### src/hw/rtl/jeud_pkg.sv
package jeud_pkg;

    // Decoder phase
    typedef enum logic [3:0] {
        PH_PLAIN = 4'd0,
        PH_ESC   = 4'd1,
        PH_HEX   = 4'd2,
        PH_SKIP1 = 4'd3,
        PH_SKIP2 = 4'd4,
        PH_LOW   = 4'd5
    } t_phase;

    // Up to four UTF-8 bytes produced by one input byte
    typedef struct packed {
        logic [3:0][7:0] bytes;
        logic [2:0]      cnt;
    } t_group;

    localparam logic [15:0] HI_SURR_LO   = 16'hD800;
    localparam logic [15:0] CP_BMP_LO    = 16'hD7FF;
    localparam logic [15:0] HI_SURR_HI   = 16'hDBFF;
    localparam logic [15:0] CP_BMP_HI_LO = 16'hE000;
    localparam logic [20:0] SUPP_BASE    = 21'h10000;

    localparam logic [7:0] CH_BSLASH = 8'h5C;
    localparam logic [7:0] CH_U      = 8'h75;
    localparam logic [7:0] CH_N      = 8'h6E;
    localparam logic [7:0] CH_R      = 8'h72;
    localparam logic [7:0] CH_T      = 8'h74;
    localparam logic [7:0] CH_B      = 8'h62;
    localparam logic [7:0] CH_F      = 8'h66;

    localparam logic [7:0] LEAD2 = 8'hC0;
    localparam logic [7:0] LEAD3 = 8'hE0;
    localparam logic [7:0] LEAD4 = 8'hF0;
    localparam logic [7:0] CONT  = 8'h80;

    // Hex digit: bit 4 set when valid, low nibble is the value
    function automatic logic [4:0] hex_digit(input logic [7:0] c);
        logic [4:0] r;
        r = 5'd0;
        if (c >= 8'h30 && c <= 8'h39) begin
            r = {1'b1, 4'(c - 8'h30)};
        end else if (c >= 8'h61 && c <= 8'h66) begin
            r = {1'b1, 4'(c - 8'h57)};
        end else if (c >= 8'h41 && c <= 8'h46) begin
            r = {1'b1, 4'(c - 8'h37)};
        end
        return r;
    endfunction

    // UTF-8 encoding; code point zero becomes the two-byte overlong form
    function automatic t_group utf8_encode(input logic [20:0] cp);
        t_group g;
        g.bytes = '0;
        if (cp != 21'd0 && cp <= 21'h7F) begin
            g.bytes[0] = cp[7:0];
            g.cnt      = 3'd1;
        end else if (cp <= 21'h7FF) begin
            g.bytes[0] = LEAD2 | {3'd0, cp[10:6]};
            g.bytes[1] = CONT | {2'd0, cp[5:0]};
            g.cnt      = 3'd2;
        end else if (cp <= 21'hFFFF) begin
            g.bytes[0] = LEAD3 | {4'd0, cp[15:12]};
            g.bytes[1] = CONT | {2'd0, cp[11:6]};
            g.bytes[2] = CONT | {2'd0, cp[5:0]};
            g.cnt      = 3'd3;
        end else if (cp <= 21'h10FFFF) begin
            g.bytes[0] = LEAD4 | {5'd0, cp[20:18]};
            g.bytes[1] = CONT | {2'd0, cp[17:12]};
            g.bytes[2] = CONT | {2'd0, cp[11:6]};
            g.bytes[3] = CONT | {2'd0, cp[5:0]};
            g.cnt      = 3'd4;
        end else begin
            g.cnt = 3'd0;
        end
        return g;
    endfunction

endpackage

### src/hw/rtl/jeud_in_if.sv
interface jeud_in_if;
    logic       valid;
    logic       ready;
    logic [7:0] in_byte;

    modport source (output valid, output in_byte, input ready);
    modport sink   (input valid, input in_byte, output ready);
endinterface

### src/hw/rtl/jeud_out_if.sv
interface jeud_out_if;
    logic       valid;
    logic       ready;
    logic [7:0] out_byte;
    logic       last_of_run;

    modport source (output valid, output out_byte, output last_of_run, input ready);
    modport sink   (input valid, input out_byte, input last_of_run, output ready);
endinterface

### src/hw/rtl/jeud_decode.sv
module jeud_decode (
    input  logic            i_clk,
    input  logic            i_rst_n,
    jeud_in_if.sink         i_in,
    output jeud_pkg::t_group o_grp,
    output logic            o_grp_valid,
    input  logic            i_grp_ready
);
    import jeud_pkg::*;

    logic       r_in_valid;
    logic [7:0] r_in_byte;

    t_phase      r_phase, n_phase;
    logic [15:0] r_hex, n_hex;
    logic [2:0]  r_dig, n_dig;
    logic        r_stop, n_stop;
    logic [9:0]  r_high, n_high;

    logic [4:0]  dv;
    logic [15:0] t_hex;
    logic        t_stop;
    logic [2:0]  t_dig;
    logic        t_done;
    logic        do_enc;
    logic        do_single;
    logic [7:0]  s_byte;
    logic [20:0] cp;
    t_group      grp;
    logic        fire;

    // One hex digit taken into the accumulator
    always_comb begin
        dv     = hex_digit(r_in_byte);
        t_hex  = (!r_stop && dv[4]) ? {r_hex[11:0], dv[3:0]} : r_hex;
        t_stop = r_stop || !dv[4];
        t_dig  = r_dig + 3'd1;
        t_done = (t_dig >= 3'd4);
    end

    // Next state and code point selection
    always_comb begin
        n_phase   = r_phase;
        n_hex     = r_hex;
        n_dig     = r_dig;
        n_stop    = r_stop;
        n_high    = r_high;
        do_enc    = 1'b0;
        do_single = 1'b0;
        s_byte    = r_in_byte;
        cp        = '0;
        case (r_phase)
            PH_ESC: begin
                n_phase = PH_PLAIN;
                case (r_in_byte)
                    CH_U: begin
                        n_hex   = '0;
                        n_dig   = '0;
                        n_stop  = 1'b0;
                        n_phase = PH_HEX;
                    end
                    CH_N:    begin do_single = 1'b1; s_byte = 8'h0A; end
                    CH_R:    begin do_single = 1'b1; s_byte = 8'h0D; end
                    CH_T:    begin do_single = 1'b1; s_byte = 8'h09; end
                    CH_B:    begin do_single = 1'b1; s_byte = 8'h08; end
                    CH_F:    begin do_single = 1'b1; s_byte = 8'h0C; end
                    default: begin do_single = 1'b1; end
                endcase
            end
            PH_HEX: begin
                n_hex  = t_hex;
                n_dig  = t_dig;
                n_stop = t_stop;
                if (t_done) begin
                    n_hex   = '0;
                    n_dig   = '0;
                    n_stop  = 1'b0;
                    n_phase = PH_PLAIN;
                    if (t_hex <= CP_BMP_LO) begin
                        do_enc = 1'b1;
                        cp     = {5'd0, t_hex};
                    end else if (t_hex <= HI_SURR_HI) begin
                        n_high  = 10'(t_hex - HI_SURR_LO);
                        n_phase = PH_SKIP1;
                    end else if (t_hex < CP_BMP_HI_LO) begin
                        // lone low surrogate decodes as code point zero
                        do_enc = 1'b1;
                    end else begin
                        do_enc = 1'b1;
                        cp     = {5'd0, t_hex};
                    end
                end
            end
            PH_SKIP1: begin
                n_phase = PH_SKIP2;
            end
            PH_SKIP2: begin
                n_hex   = '0;
                n_dig   = '0;
                n_stop  = 1'b0;
                n_phase = PH_LOW;
            end
            PH_LOW: begin
                n_hex  = t_hex;
                n_dig  = t_dig;
                n_stop = t_stop;
                if (t_done) begin
                    n_hex   = '0;
                    n_dig   = '0;
                    n_stop  = 1'b0;
                    n_phase = PH_PLAIN;
                    do_enc  = 1'b1;
                    cp      = {1'b0, r_high, t_hex[9:0]} + SUPP_BASE;
                end
            end
            default: begin
                n_phase = PH_PLAIN;
                if (r_in_byte == CH_BSLASH) begin
                    n_phase = PH_ESC;
                end else begin
                    do_single = 1'b1;
                end
            end
        endcase
    end

    // Result group for this byte
    always_comb begin
        grp = '0;
        if (do_enc) begin
            grp = utf8_encode(cp);
        end else if (do_single) begin
            grp.bytes[0] = s_byte;
            grp.cnt      = 3'd1;
        end
    end

    // Byte with no output retires at once; otherwise wait for the emitter
    assign fire        = r_in_valid && (grp.cnt == 3'd0 || i_grp_ready);
    assign i_in.ready  = !r_in_valid || fire;
    assign o_grp       = grp;
    assign o_grp_valid = r_in_valid && (grp.cnt != 3'd0);

    // Input register
    always_ff @(posedge i_clk) begin
        if (!i_rst_n) begin
            r_in_valid <= 1'b0;
        end else if (i_in.ready) begin
            r_in_valid <= i_in.valid;
        end
    end

    always_ff @(posedge i_clk) begin
        if (i_in.valid && i_in.ready) begin
            r_in_byte <= i_in.in_byte;
        end
    end

    // Decoder state
    always_ff @(posedge i_clk) begin
        if (!i_rst_n) begin
            r_phase <= PH_PLAIN;
            r_hex   <= '0;
            r_dig   <= '0;
            r_stop  <= 1'b0;
            r_high  <= '0;
        end else if (fire) begin
            r_phase <= n_phase;
            r_hex   <= n_hex;
            r_dig   <= n_dig;
            r_stop  <= n_stop;
            r_high  <= n_high;
        end
    end

endmodule

### src/hw/rtl/jeud_emit.sv
module jeud_emit (
    input  logic             i_clk,
    input  logic             i_rst_n,
    input  jeud_pkg::t_group i_grp,
    input  logic             i_grp_valid,
    output logic             o_grp_ready,
    jeud_out_if.source       o_out
);
    import jeud_pkg::*;

    logic            r_valid;
    logic [3:0][7:0] r_bytes;
    logic [1:0]      r_last_idx;
    logic [1:0]      r_idx;
    logic            at_last;
    logic            load;

    assign at_last     = (r_idx == r_last_idx);
    assign o_grp_ready = !r_valid || (o_out.ready && at_last);
    assign load        = i_grp_valid && o_grp_ready;

    assign o_out.valid       = r_valid;
    assign o_out.out_byte    = r_bytes[r_idx];
    assign o_out.last_of_run = at_last;

    // Group register and byte pointer
    always_ff @(posedge i_clk) begin
        if (!i_rst_n) begin
            r_valid <= 1'b0;
            r_idx   <= '0;
        end else if (load) begin
            r_valid <= 1'b1;
            r_idx   <= '0;
        end else if (r_valid && o_out.ready) begin
            if (at_last) begin
                r_valid <= 1'b0;
            end else begin
                r_idx <= r_idx + 2'd1;
            end
        end
    end

    always_ff @(posedge i_clk) begin
        if (load) begin
            r_bytes    <= i_grp.bytes;
            r_last_idx <= 2'(i_grp.cnt - 3'd1);
        end
    end

endmodule

### src/hw/rtl/json_escape_to_utf8_decoder.sv
// Each input byte is registered, decoded, then held in the group register for o_out.
// Throughput: one input byte per cycle while each yields at most one output byte
// and o_out is ready; a byte yielding n UTF-8 bytes holds o_out until all are sent.
// Reset (i_rst_n low, synchronous): plain text phase, hex accumulator and
// surrogate register cleared, both pipeline registers empty.
module json_escape_to_utf8_decoder (
    input  logic       i_clk,
    input  logic       i_rst_n,
    jeud_in_if.sink    i_in,
    jeud_out_if.source o_out
);
    import jeud_pkg::*;

    t_group grp;
    logic   grp_valid;
    logic   grp_ready;

    jeud_decode u_decode (
        .i_clk       (i_clk),
        .i_rst_n     (i_rst_n),
        .i_in        (i_in),
        .o_grp       (grp),
        .o_grp_valid (grp_valid),
        .i_grp_ready (grp_ready)
    );

    jeud_emit u_emit (
        .i_clk       (i_clk),
        .i_rst_n     (i_rst_n),
        .i_grp       (grp),
        .i_grp_valid (grp_valid),
        .o_grp_ready (grp_ready),
        .o_out       (o_out)
    );

endmodule

### src/flat_wrapper.sv
// flat-port wrapper written by rule: the top's interface ports become plain ports
module json_escape_to_utf8_decoder_flat import jeud_pkg::*;
  (i_clk, i_rst_n, i_in_valid, i_in_in_byte, i_in_ready, o_out_valid, o_out_out_byte, o_out_last_of_run, o_out_ready);
  jeud_in_if i_in_i ();
  jeud_out_if o_out_i ();
  input  logic i_clk;
  input  logic i_rst_n;
  input wire logic [$bits(i_in_i.valid)-1:0] i_in_valid;
  input wire logic [$bits(i_in_i.in_byte)-1:0] i_in_in_byte;
  output wire logic [$bits(i_in_i.ready)-1:0] i_in_ready;
  output wire logic [$bits(o_out_i.valid)-1:0] o_out_valid;
  output wire logic [$bits(o_out_i.out_byte)-1:0] o_out_out_byte;
  output wire logic [$bits(o_out_i.last_of_run)-1:0] o_out_last_of_run;
  input wire logic [$bits(o_out_i.ready)-1:0] o_out_ready;
  assign i_in_i.valid = i_in_valid;
  assign i_in_i.in_byte = i_in_in_byte;
  assign i_in_ready = i_in_i.ready;
  assign o_out_valid = o_out_i.valid;
  assign o_out_out_byte = o_out_i.out_byte;
  assign o_out_last_of_run = o_out_i.last_of_run;
  assign o_out_i.ready = o_out_ready;
  json_escape_to_utf8_decoder u_core (.i_clk(i_clk), .i_rst_n(i_rst_n), .i_in(i_in_i), .o_out(o_out_i));
endmodule
### config.mk
export PLATFORM = sky130hd
export DESIGN_NAME = json_escape_to_utf8_decoder_flat
export DESIGN_NICKNAME = d
export VERILOG_FILES = /design/src/hw/rtl/jeud_pkg.sv /design/src/hw/rtl/jeud_in_if.sv /design/src/hw/rtl/jeud_out_if.sv /design/src/hw/rtl/jeud_decode.sv /design/src/hw/rtl/jeud_emit.sv /design/src/hw/rtl/json_escape_to_utf8_decoder.sv /design/src/flat_wrapper.sv
export SDC_FILE = /design/constraint.sdc
export NUM_CORES = 1
export LEC_CHECK = 0
export ABC_AREA = 1
export BUFFER_PORTS_ARGS = -buffer_cell sky130_fd_sc_hd__buf_2
export CORE_ASPECT_RATIO = 1.4
export CORE_MARGIN = 2
export CORE_UTILIZATION = 46
export CTS_CLUSTER_SIZE = 8
export DETAILED_ROUTE_END_ITERATION = 12
export PLACE_DENSITY_LB_ADDON = 0.05
export SKIP_LAST_GASP = 1
export SLEW_MARGIN = 20
export SYNTH_ARGS = -nofsm -noshare
export SYNTH_HDL_FRONTEND = slang
export SYNTH_SLANG_ARGS = --single-unit
### constraint.sdc
create_clock -name i_clk -period 11.6 [get_ports i_clk]
set_input_delay 1.16 -clock i_clk [delete_from_list [all_inputs] [get_ports i_clk]]
set_output_delay 1.16 -clock i_clk [all_outputs]
set_load 0.03 [all_outputs]
==> results.md, run 1 <==
- The achievable clock frequency is 197.5 MHz.
- The largest clock skew in the final design is 0.008301 ns.
- The analysis attributes to cell leakage a power of 2.223 nW.
- The die outline width is 88.89 um.
- The sink count of the clock tree is 76.
- The clock root buffer is clkbuf_16.
- In the final layout, the share of cells above drive strength 1 is 17.74%.
- Of all nets on the critical path, the largest fanout is 26.
- STA classifies the critical path startpoint as a flop.
- The total negative slack is 0 ns.
- Global routing used 24.10% of the available tracks.
- The die covers 10920 um2.
- Synthesis produced a netlist whose cell count is 596.
- The dominant cell type by area after synthesis is edfxtp_1.
- The number of levels the H-tree was split into is 3.
- The final number of setup-violating endpoints is 0.
- The per-instance average area after synthesis is 7.786 um2.
- After detailed routing, the number of remaining DRC violations is 0.
- The net count of the finished layout is 635.
- The buffer levels on the longest clock path is 2.
- The via density per instance is 5.221.
- The die is 122.8 um tall.
- The repair_antennas step left the layout with diodes totalling 0.
- The layout-stage area growth over the synthesis result is 11.78%.
- The total design power is 0.0007128 W.
- The core region is 9846 um2.
- The critical path buffer and inverter count is 2.
- The maximum vdd ir drop is 0.06927 mV.
- The aggregate routed wire length is 12340 um.
- The post-synthesis instance area is 4641 um2.
- The max-cap violation count is 0.
- The fraction of the yosys area taken by sequential cells is 41.20%.
- The required time at the worst-slack endpoint is 10.44 ns.
- The highest-delay cell along the critical path is edfxtp_1.
- In the finished design, the share of the clock period the worst path needs comes to 43.65%.
- The worst-case headroom to the max-slew limit is 30.55%.
- The clock insertion delay at the later pin of the skew report is 0.34 ns.
- The first global-routing pass estimated 19490 um of wire.
- The critical path runs through a total of 21 cells.
- The area fraction of the dominant cell type after synthesis is 25.24%.
- The placement row count is 43.
- For the pin with the worst max-slew slack, the measured transition is 1.031 ns.
- The top-level port count is 23.
- The number of failing hold endpoints at the final stage was 0.
- The category of the critical setup timing path is flop to output pin.
- The delay contributed by the slowest stage of the critical path is 0.50 ns.
- For this run, the detailed router's first-pass iteration total came to 4.
- The worst hold path belongs to the class flop to flop.
- Sorting the synthesized cells by how often they occur yields nand2_1, inv_1, nor2_1, o21ai_0, nand3_1.
- Once routing completed, OpenROAD measured the worst setup slack at 6.537 ns.
- Traced cell by cell, the critical path runs through inv_1 -> ha_1 -> nor2_1 -> nand2_1 -> nand2_4 -> nand2_4 -> nand2_4 -> nand2_1 -> o21ai_2 -> nand3_4 -> nand3_1 -> nand2_1 -> nor2_1 -> nand2_1 -> nor2_2 -> nand3_2 -> nand3_1 -> ha_1 -> nand2_2 -> nand3_1 -> buf_2.
- During placement, the flow inserted port buffers numbering 22.
- The shortest period the worst path allows is 5.063 ns.
- The number of nets in the synthesized netlist is 616.
- The count of final max-slew check failures is 0.
- Ranked by total cell area, the synthesized netlist is headed by edfxtp_1, dfxtp_1, nand2_1, inv_1, nor2_1.
- The maximum number of pins on one net before global-route repair is 36.
- The post-synthesis cell type count is 44.
- Summed over all layers, the global routing overflow is 0.
- The pre-CTS setup slack is 6.894 ns.
- Yosys mapped a number of flops with a built-in enable equal to 39.
- Setup repair after global routing left no endpoint under its margin.
- After legalization and detailed placement, the total HPWL measured 9721 um.
- The most repeated library cell on the critical path is nand2_1.
- Dividing the detail-routed wire length by the instance count gives 16.34 um.
- The number of synthesized register bits is 76.
- The warning count from the yosys run is 0.
- In this run the power density over the cells is 137.4 nW/um2.
- Routability-driven placement finished with a final weighted congestion of 1.004.
- The flow ran to the end, and the final reports show no timing, DRC or antenna violations.
- The number of cells on the worst reg-to-reg path is 26.
- In the synthesized netlist the dominant register cell turns out to be edfxtp_1.
- The initial antenna violation count is 0.
- Hold repair after CTS inserted 0 buffers.
- After synthesis, the share of flip-flops with an asynchronous set or reset is 0%.
- The clock-pin slew on the worst setup and hold paths is 0.06 ns.
- Counting the fill cells in the layout gives 998.
- The post-CTS setup buffer count is 0.
- The detail route stage leaves a number of antenna-violating nets equal to 0.
- The via count is 3942.
- Along the worst hold path, the cell count comes to 2.
- STA classifies the critical path endpoint as an output pin.
- Among cell families on the critical path, the largest total delay comes from simple AND/OR/NAND/NOR gates.
- The initial detailed-routing violation count is 224.
- The via count of the first global-routing pass was 3829.
- The number of instances resized during post-cts repair is 0.
- The starting utilization of the core area is 47.13%.
- Among all cell types in the netlist, the one instantiated most often is nand2_1.
- The TritonCTS buffer count is 9.
- The data arrival time at the worst-slack endpoint is 3.90 ns.
- TritonCTS built the clock tree.
[through the flow]
step	area [um2]	hold WS [ns]	utilization, %	std cells
after floorplan	4641	0.4239	-	596
after global placement	4840	0.4584	49.15	739
after detailed placement	4840	0.4581	49.15	739
after CTS	5187	0.4629	52.69	755
after global routing	5187	0.4853	52.69	755
final	5187	0.4571	52.69	755
[cell families (layout without fill, tap and decap cells)]
| logic type | Yosys count | after routing | synth area share (%) |
|---|---|---|---|
| AOI/OAI and AO/OA | 142 | 142 | 17.98 |
| and+or+nand+nor | 259 | 259 | 28.15 |
| xor gates and xnor gates | 4 | 4 | 0.9169 |
| DFF | 76 | 76 | 41.20 |
| adders and majority gates | 8 | 8 | 2.157 |
| buffers and inverters | 107 | 131 | 9.598 |
[report_power, final]
group	total, W	leakage [nW]	internal [W]	switching [W]
Combinational	0.0000855	1.37	0.0000233	0.0000622
Sequential	0.000307	0.681	0.000299	0.00000783
Clock	0.000320	0.174	0.000214	0.000107
[path summary, 6_finish.rpt]
| path | startpoint | to | slack, ns |
|---|---|---|---|
| setup / recovery | u_core.u_decode.r_in_byte[0] | i_in_ready | 6.54 |
| hold / removal | u_core.u_decode.r_high[3] | u_core.u_decode.r_high[3] | 0.46 |
| setup reg to reg | u_core.u_decode.r_in_byte[0] | u_core.u_decode.r_dig[0] | 7.28 |
| hold reg to reg | u_core.u_decode.r_high[3] | u_core.u_decode.r_high[3] | 0.46 |
[area by class of cell]
cell class | count | area (um2) | share of cell area [%]
Sequential cell | 76 | 1912 | 36.85
Inverter | 90 | 340.3 | 6.561
Clock inverter | 3 | 65.06 | 1.254
Clock buffer | 13 | 282.8 | 5.451
Timing Repair Buffer | 25 | 132.6 | 2.557
Multi-Input combinational cell | 413 | 2286 | 44.07
Tap cell | 135 | 168.9 | 3.256
[worst register-to-register path: cells and delay by family (launching register included)]
kind	cells	cell delay (ns)
simple gates	18	2.46
buf+inv	3	0.51
flops	1	0.50
fa+ha+maj	2	0.41
compound gates	3	0.34
[sequential cells by signal (all words and copies together), names as in the netlist]
register	count
u_core.u_emit.o_out.valid	1
u_core.u_decode.r_dig	3
u_core.u_emit.r_last_idx	2
u_core.u_decode.r_in_valid	1
u_core.u_decode.r_in_byte	8
u_core.u_emit.r_bytes	29
u_core.u_decode.r_high	10
u_core.u_decode.r_stop	1
u_core.u_emit.r_idx	2
u_core.u_decode.r_phase	3
u_core.u_decode.r_hex	16
[layout by cell type, fill, tap and decap left out, types with 2 or more instances in the layout]
cell	instances
a211oi_1	13
a21oi_1	39
a21oi_2	5
buf_2	22
buf_4	3
bufinv_16	2
clkbuf_16	10
clkbuf_8	2
clkinv_1	2
dfxtp_1	37
edfxtp_1	39
ha_1	8
inv_1	77
inv_2	10
nand2_1	91
nand2_2	14
nand2_4	6
nand3_1	42
nand3_2	4
nand3_4	3
nand3b_1	2
nand4_1	2
nor2_1	67
nor2_2	8
nor2_4	8
nor3_1	6
nor4_1	2
o211ai_1	6
o21ai_0	50
o21ai_1	6
o21ai_2	5
o22ai_1	11
o31ai_1	2
xor2_1	3
[metal layers]
layer	vias up	track usage (%)	wire length, um
li1	2036	-	-
met1	1798	27.63	5082
met2	79	41.74	6365
met3	29	3.766	339
met4	0	13.64	546
met5	-	0	0
(Power assumes the default switching activity.)
==> run 2, diff against run 1 <==
- ABC_AREA: 1 -> 0
- clock period: 11.6 -> 4.1 ns (I/O delays scaled with it)
==> results.md, run 2 <==
- The delay contributed by the slowest stage of the critical path is 0.54 ns (+0.04 ns).
- The worst hold path endpoint is u_core.u_decode.r_in_byte[6].
- The highest-delay cell along the critical path is edfxtp_1.
- The most frequent cell after synthesis is nand2_1.
- The worst-case headroom to the max-slew limit is 31.70% (+1.2 points).
- The cell that appears most often on the critical path is a221oi_2.
- The maximum vdd ir drop is 0.1982 mV (+190%).
- The top-level port count is 23 (unchanged).
- The achievable clock frequency is 253.2 MHz.
- The combinational fraction of design power is 8.5% (-3.5 points).
- The cell depth of the worst hold path was 1 (-1).
- The internal reg-to-reg setup slack is 0.22 ns (-7.06 ns).
- The number of synthesized flops with an enable pin is 39 (unchanged).
- The TritonCTS buffer count came to 9 (unchanged).
- The switching power total was 0.0004301 W (+140%).
- The met1 capacity usage during global routing was 29.71% (+2.1 points).
- The total design power is 0.001767 W (+150%).
- In this run the critical register-to-register path is captured at u_core.u_decode.r_hex[11].
- The fraction of final layout cells with drive strength greater than 1 is 20.89% (+3.1 points).
- The per-instance average area after synthesis is 9.475 um2 (+22%).
- TritonCTS built the clock tree.
- The run finished with clean final reports.
- The largest registers in the layout are u_core.u_emit.r_bytes: 29 flops, u_core.u_decode.r_hex: 16 flops, u_core.u_decode.r_high: 10 flops.
- The global routing usage on met3 came to 5.140% (+1.4 points).
- In this run the critical register-to-register path is launched from u_core.u_decode.r_in_byte[4].
- The number of buffers added on ports is 22 (unchanged).
- The shortest period the worst path allows is 3.950 ns.
- In the post-synthesis netlist, the biggest area contributors are edfxtp_1, dfxtp_1, a21oi_1, nand2_1, mux2i_1.
- The number of standard cells in the layout, taps in and fillers out was 676 (-10%).
- The number of failing hold endpoints at the final stage is 0 (unchanged).
- The part of the total power dissipated in the clock network is 44.2% (-0.7 points).
- The post-synthesis cell type count is 94 (+110%).
- The die height is 123.4 um (+0.42%).
- The number of placed instances, taps included is 659 (-11%).
- The initial detailed-routing violation count came to 189 (-16%).
- The area of the placeable core is 9899 um2 (+0.55%).
- Of the available clock period, the critical path in the final layout requires 96.33%.
- The clock insertion delay at the later pin of the skew report is 0.35 ns (about the same).
- After synthesis, the most frequently instantiated cells are nand2_1, a21oi_1, edfxtp_1, dfxtp_1, nor2_1.
- The number of optimization iterations in the first detailed-route pass came to 5 (+1).
- The data arrival time at the worst-slack endpoint is 3.54 ns (-0.36 ns).
- The number of levels the H-tree was split into is 3 (unchanged).
- The DRC violation count after routing was 0 (unchanged).
- The leftover overflow at the end of global routing was 0 (unchanged).
- The prevailing post-synth register cell is edfxtp_1.
- The largest clock skew in the final design is 0.009431 ns (+0.001129 ns).
- The aggregate routed wire length is 13430 um (+8.9%).
- The buffer levels on the longest clock path came to 2 (unchanged).
- The via count of the first global-routing pass is 3928 (+2.6%).
- The power share of the sequential group was 47.3% (+4.2 points).
- The final number of setup-violating endpoints is 0 (unchanged).
- The most common cell after layout, fill and taps aside is nand2_1.
- The net count after synthesis is 514 (-17%).
- The hold-fix buffer count after cts was 0 (unchanged).
- The wire length of the first global-routing pass is 21020 um (+7.9%).
- The measured slew at the worst slew-check pin is 1.023 ns (-0.007551 ns).
- The post-synthesis instance area is 4681 um2 (+0.86%).
- The met2 track demand over resource is 43.75% (+2.0 points).
- The final cell utilization of the core is 55.08% (+2.4 points).
- The kind of end point of the critical path is an output pin.
- The total negative slack came to 0 ns (unchanged).
- The worst setup path is launched from a flop.
- The clock root buffer is clkbuf_16.
- The routability congestion estimate from global placement is 0.9306 (-7.3%).
- Setup repair after global routing left no endpoint under its margin.
- The worst setup path is of the flop to output pin kind.
- The leakage dissipation was 1.964 nW (-12%).
- The flip-flop count of the largest register after layout is 29 (unchanged).
- The power density over the cells is 324.1 nW/um2 (+140%).
- The worst hold slack is 0.2366 ns (-0.2205 ns).
- The net count of the finished layout came to 556 (-12%).
- The detailed-placement wirelength estimate came to 10400 um (+6.9%).
- The cell count after synthesis came to 494 (-17%).
- The fraction of the yosys area taken by sequential cells came to 40.84% (-0.35 points).
- Compared with the post-synthesis result, the final layout area differs by 16.49%.
- The switching share of total power is 24.34% (-0.44 points).
- The starting utilization of the core area came to 47.28% (+0.15 points).
- The class of the tightest hold or removal check is input port to flop.
- The clock-pin slew on the worst setup and hold paths was 0.06 ns (about the same).
- The via count came to 4117 (+4.4%).
- The fraction of registers with async set or reset after synthesis is 0% (unchanged).
- The area fraction of the dominant cell type after synthesis is 25.02% (-0.22 points).
- The die outline width was 89.26 um (+0.41%).
- In the layout the commonest cells are nand2_1, edfxtp_1, a21oi_1, dfxtp_1, nor2_1.
- The count of final max-slew check failures is 0 (unchanged).
- The required time at the worst-slack endpoint was 3.69 ns (-6.75 ns).
- The total routing usage reported by global routing is 25.65% (+1.5 points).
- The number of antenna diodes came to 0 (unchanged).
- met2 is the most crowded layer.
- The number of cell instances on the worst register-to-register path is 12 (-54%).
- Counting flops per register, the top entry is u_core.u_emit.r_bytes.
- The via density per instance was 6.090 (+17%).
- The count of antenna-violating nets left after detailed routing was 0 (unchanged).
- The placement row count is 43 (unchanged).
- The maximum number of pins on one net before global-route repair came to 33 (-8.3%).
- Traced cell by cell, the critical path runs through or3b_4 -> or3_4 -> a221oi_2 -> o21ai_2 -> a31oi_1 -> a221oi_2 -> ha_1 -> a21o_1 -> nor2_2 -> inv_1 -> buf_2.
- The area of the die is 11010 um2 (+0.83%).
- The number of synthesized register bits is 76 (unchanged).
- The max-cap violation count is 0 (unchanged).
- The routed wire length per instance is 19.87 um (+22%).
- The total internal power is 0.001337 W (+150%).
- The initial antenna violation count was 0 (unchanged).
- The dominant cell type by area after synthesis is edfxtp_1.
- The sink count of the clock tree came to 76 (unchanged).
- The maximum fanout count along the critical path was 7 (-73%).
- The warning count from the yosys run is 0 (unchanged).
- In this run the most critical hold path is launched from i_in_in_byte[6].
-- run 2: cell count changes in the layout (fill, tap and decap cells not counted), sizes merged, moves of 9 or more --
cell	previous run	this run
inv	88	22
nand2	111	48
buf	25	57
mux2i	0	17
or3	0	9
nor3	6	16
nand3	49	21
nor2	83	37
o21ai	61	22
-- run 2: cell families (layout without fill, tap and decap cells) --
group | Yosys count | after routing | synth area share, %
AO/OA/AOI/OAI | 143 | 143 | 22.24
XOR/XNOR | 8 | 8 | 1.497
adder cells (fa/ha/maj) | 9 | 9 | 2.352
buffers and inverters | 46 | 93 | 4.197
flip-flops | 76 | 76 | 40.84
multiplexers | 26 | 26 | 7.485
AND/OR/NAND/NOR | 186 | 186 | 21.38
-- run 2: power by group through the flow --
stage | sequential, W | clock [W] | combinational, W
floorplan | 0.000849 | 0 | 0.000100
global placement | 0.000852 | 0 | 0.000143
detailed placement | 0.000853 | 0 | 0.000145
CTS | 0.000837 | 0.000791 | 0.000146
global route | 0.000839 | 0.000826 | 0.000163
finish | 0.000836 | 0.000782 | 0.000149
-- run 2: area by class of cell --
type / instances / area, um2
Multi-Input combinational cell: 372 / 2621
Clock inverter: 4 / 28.78
Sequential cell: 76 / 1912
Tap cell: 135 / 168.9
Clock buffer: 12 / 261.5
Fill cell: 950 / 4447
Inverter: 20 / 75.07
Timing Repair Buffer: 57 / 385.4
-- run 2: worst max-delay path, delay by kind of cell, from the launching register on --
| kind | cells | cell delay, ns |
|---|---|---|
| adders and majority gates | 1 | 0.27 |
| buffers and inverters | 2 | 0.23 |
| AOI/OAI and AO/OA | 5 | 1.00 |
| DFF | 1 | 0.54 |
| and+or+nand+nor | 3 | 1.14 |
-- run 2: worst max path at each step --
| stage | startpoint | endpoint | slack (ns) | cells past startpoint |
|---|---|---|---|---|
| finish | u_core.u_decode.r_in_byte[4] | i_in_ready | 0.15 | 11 |
| global route | u_core.u_decode.r_in_byte[4] | i_in_ready | 0.02 | 12 |
| CTS | u_core.u_decode.r_in_byte[0] | i_in_ready | 0.09 | 14 |
| detailed placement | u_core.u_decode.r_in_byte[0] | u_core.u_decode.r_hex[11] | 0.08 | 15 |
| global placement | u_core.u_decode.r_in_byte[4] | u_core.u_decode.r_hex[11] | 0.16 | 13 |
| floorplan | u_core.u_decode.r_in_byte[1] | u_core.u_emit.r_bytes[0] | 0.10 | 12 |
-- run 2: what timing repair did --
| item | in CTS | in global routing |
|---|---|---|
| setup endpoints to repair | 1 | 12 |
| cloned | 0 | 0 |
| setup buffers | 0 | 1 |
| gates resized for setup | 2 | 8 |
-- run 2: metrics by stage --
stage | worst slack, ns | area (um2)
after floorplan | 0.1011 | 4684
after global placement | 0.1575 | 5110
after detailed placement | 0.08381 | 5110
after CTS | 0.09101 | 5409
after global routing | 0.02424 | 5453
final | 0.1505 | 5453
-- run 2: per-layer routing --
layer / part of all wire [%] / wire [um] / up-vias
met5: 0 / 0 / -
met2: 50 / 6774 / 141
met3: 4.8 / 639 / 44
met4: 5.5 / 742 / 0
met1: 39 / 5273 / 1971
li1: - / - / 1961
==> run 3, diff against run 2 <==
- REMOVE_ABC_BUFFERS: default -> 1
==> results.md, run 3 (synthesized netlist as in run 2, its figures left out) <==
- The count of final max-slew check failures came to 0 (unchanged).
- The sink count of the clock tree was 76 (unchanged).
- The DRC violation count after routing is 0 (unchanged).
- The maximum vdd ir drop is 0.2459 mV (+24%).
- The count of antenna-violating nets left after detailed routing is 0 (unchanged).
- The buffer levels on the longest clock path is 2 (unchanged).
- The leakage dissipation was 1.985 nW (+1.0%).
- The worst-case headroom to the max-slew limit is 30.99% (-0.71 points).
- The area of all placed cells without fillers is 5474 um2 (+0.39%).
- The maximum fanout count along the critical path is 7 (unchanged).
- The aggregate routed wire length is 13860 um (+3.2%).
- Clock tree synthesis selected as its root buffer the cell clkbuf_16.
- The detailed-placement wirelength estimate came to 10710 um (+3.0%).
- The shortest period the worst path allows is 3.921 ns (-0.02871 ns).
- The initial antenna violation count came to 0 (unchanged).
- The most common cell after layout, fill and taps aside is nand2_1.
- The total routing usage reported by global routing came to 26.80% (+1.1 points).
- Following the worst setup path forward leads to its endpoint at i_in_ready.
- The TritonCTS buffer count is 9 (unchanged).
- The largest registers in the layout are u_core.u_emit.r_bytes: 29 flops, u_core.u_decode.r_hex: 16 flops, u_core.u_decode.r_high: 10 flops.
- The largest clock skew in the final design is 0.01002 ns (+0.0005909 ns).
- The number of placed instances, taps included came to 659 (unchanged).
- The routability congestion estimate from global placement is 0.9910 (+6.5%).
- The power density over the cells is 336.1 nW/um2 (+3.7%).
- In this run the worst hold path is classified as input port to flop.
- The worst register-to-register path ends at u_core.u_decode.r_high[7].
- The required time at the worst-slack endpoint is 3.69 ns (about the same).
- The area after detailed placement is 5110 um2 (unchanged).
- The die outline width is 89.26 um (unchanged).
- The number of buffers added on ports came to 22 (unchanged).
- The number of levels the H-tree was split into came to 3 (unchanged).
- The placement row count came to 43 (unchanged).
- STA classifies the critical path endpoint as an output pin.
- The achievable clock frequency is 255.0 MHz (+0.73%).
- The leftover overflow at the end of global routing is 0 (unchanged).
- The fraction of final layout cells with drive strength greater than 1 is 20.48% (-0.41 points).
- The top-level port count was 23 (unchanged).
- The via count of the first global-routing pass is 3999 (+1.8%).
- The category of the critical setup timing path is flop to output pin.
- The die height was 123.4 um (unchanged).
- The number of cell instances on the worst register-to-register path is 12 (unchanged).
- The maximum number of pins on one net before global-route repair is 33 (unchanged).
- The run finished with clean final reports.
- The flip-flop count of the largest register after layout is 29 (unchanged).
- The initial detailed-routing violation count is 317 (+68%).
- The net count of the finished layout is 557 (+0.18%).
- From synthesis to final layout, the design area changed by 16.95%.
- The register with the most flip-flops is u_core.u_emit.r_bytes.
- The startpoint of the most critical register-to-register path is u_core.u_decode.r_in_byte[4].
- The critical path startpoint is u_core.u_decode.r_high[6].
- The fill cell instance count of the final layout is 944 (-0.63%).
- The final number of setup-violating endpoints is 0 (unchanged).
- TritonCTS built the clock tree.
- The area of the placeable core is 9899 um2 (unchanged).
- The number of failing hold endpoints at the final stage is 0 (unchanged).
- The worst setup path is launched from a flop.
- The starting utilization of the core area was 47.28% (unchanged).
- The max-cap violation count is 0 (unchanged).
- The number of optimization iterations in the first detailed-route pass is 5 (unchanged).
- The number of antenna diodes is 0 (unchanged).
- The measured slew at the worst slew-check pin is 1.034 ns (+0.01071 ns).
- The clock insertion delay at the later pin of the skew report is 0.34 ns (about the same).
- The data arrival time at the worst-slack endpoint came to 3.51 ns (-0.03 ns).
- The area of the die came to 11010 um2 (unchanged).
- The routed wire length per instance is 20.47 um (+3.0%).
- The via count is 4155 (+0.92%).
- The via density per instance is 6.137 (+0.77%).
- The clock-pin slew on the worst setup and hold paths is 0.06 ns (about the same).
- The library cells used most frequently in the layout, excluding fill and tap cells, are nand2_1, edfxtp_1, a21oi_1, nor2_1, dfxtp_1.
- The wire length of the first global-routing pass is 21910 um (+4.3%).
- The post-route fraction of the period consumed by the critical path came to 95.63% (-0.70 points).
- The number of standard cells in the layout, taps in and fillers out is 677 (+0.15%).
- The internal reg-to-reg setup slack was 0.26 ns (+0.04 ns).
==> run 3: worst min-delay path by stage <==
stage | end | start | cells past startpoint | slack (ns)
after floorplan | u_core.u_decode.r_dig[1] | u_core.u_decode.r_dig[1] | 2 | 0.44
after global placement | u_core.u_decode.r_dig[1] | u_core.u_decode.r_dig[1] | 2 | 0.45
after detailed placement | u_core.u_decode.r_dig[1] | u_core.u_decode.r_dig[1] | 2 | 0.45
after CTS | u_core.u_decode.r_in_byte[1] | i_in_in_byte[1] | 1 | 0.24
after global routing | u_core.u_decode.r_in_byte[7] | i_in_in_byte[7] | 1 | 0.24
final | u_core.u_decode.r_in_byte[1] | i_in_in_byte[1] | 1 | 0.24
==> run 3: timing repair <==
item | in CTS | in global routing
buffers inserted | 0 | 2
gates resized for setup | 1 | 6
hold buffers | 0 | 0
setup endpoints to repair | 1 | 36
==> run 3: per-layer routing <==
layer  share of wire [%]  global-route usage [%]  vias to the layer above
li1                    -                       -                     1973
met1                  40                   31.76                     2005
met2                  53                   47.55                      144
met3                 3.9                   3.605                       33
met4                 3.7                   11.38                        0
met5                   0                       0                        -
==> run 3: area by class of cell <==
cell class,count,area (um2),share of cell area [%]
Inverter,20,75.07,1.371
Clock inverter,5,75.07,1.371
Tap cell,135,168.9,3.086
Sequential cell,76,1912,34.93
Timing Repair Buffer,58,392.9,7.177
Multi-Input combinational cell,372,2606,47.61
Clock buffer,11,244.0,4.457
==> run 3: where the power goes <==
part           leakage (nW)  total (W)  switching, W  internal, W
Combinational          1.15   0.000153     0.0000925    0.0000601
Clock                 0.162   0.000850      0.000302     0.000549
Sequential            0.669   0.000837     0.0000150     0.000822
==> run 3: worst max-delay path, cell delays in order, from the launching register on <==
cell and delay, ns:
dfxtp_1 0.37, ha_1 0.31, or2_2 0.30, a211o_1 0.28, o31ai_1 0.29, a21bo_1 0.28, nor2_1 0.25, a221oi_2 0.11
ha_1 0.27, a21o_1 0.24, nor2_1 0.22, inv_1 0.06, buf_2 0.18
==> run 3: per-stage QoR <==
step           power [W]  setup slack (ns)  util [%]  TNS [ns]  hold slack, ns
2_1_floorplan  0.0009446           -0.8645         -    -27.51          0.4356
5_1_grt         0.001899          -0.05746     55.30  -0.05746          0.2410
3_5_place_dp    0.001001            0.1988     51.62         0          0.4549
3_3_place_gp   0.0009980            0.2732     51.62         0          0.4458
6_report        0.001840            0.1792     55.30         0          0.2446
4_1_cts         0.001844           0.03471     54.85         0          0.2429
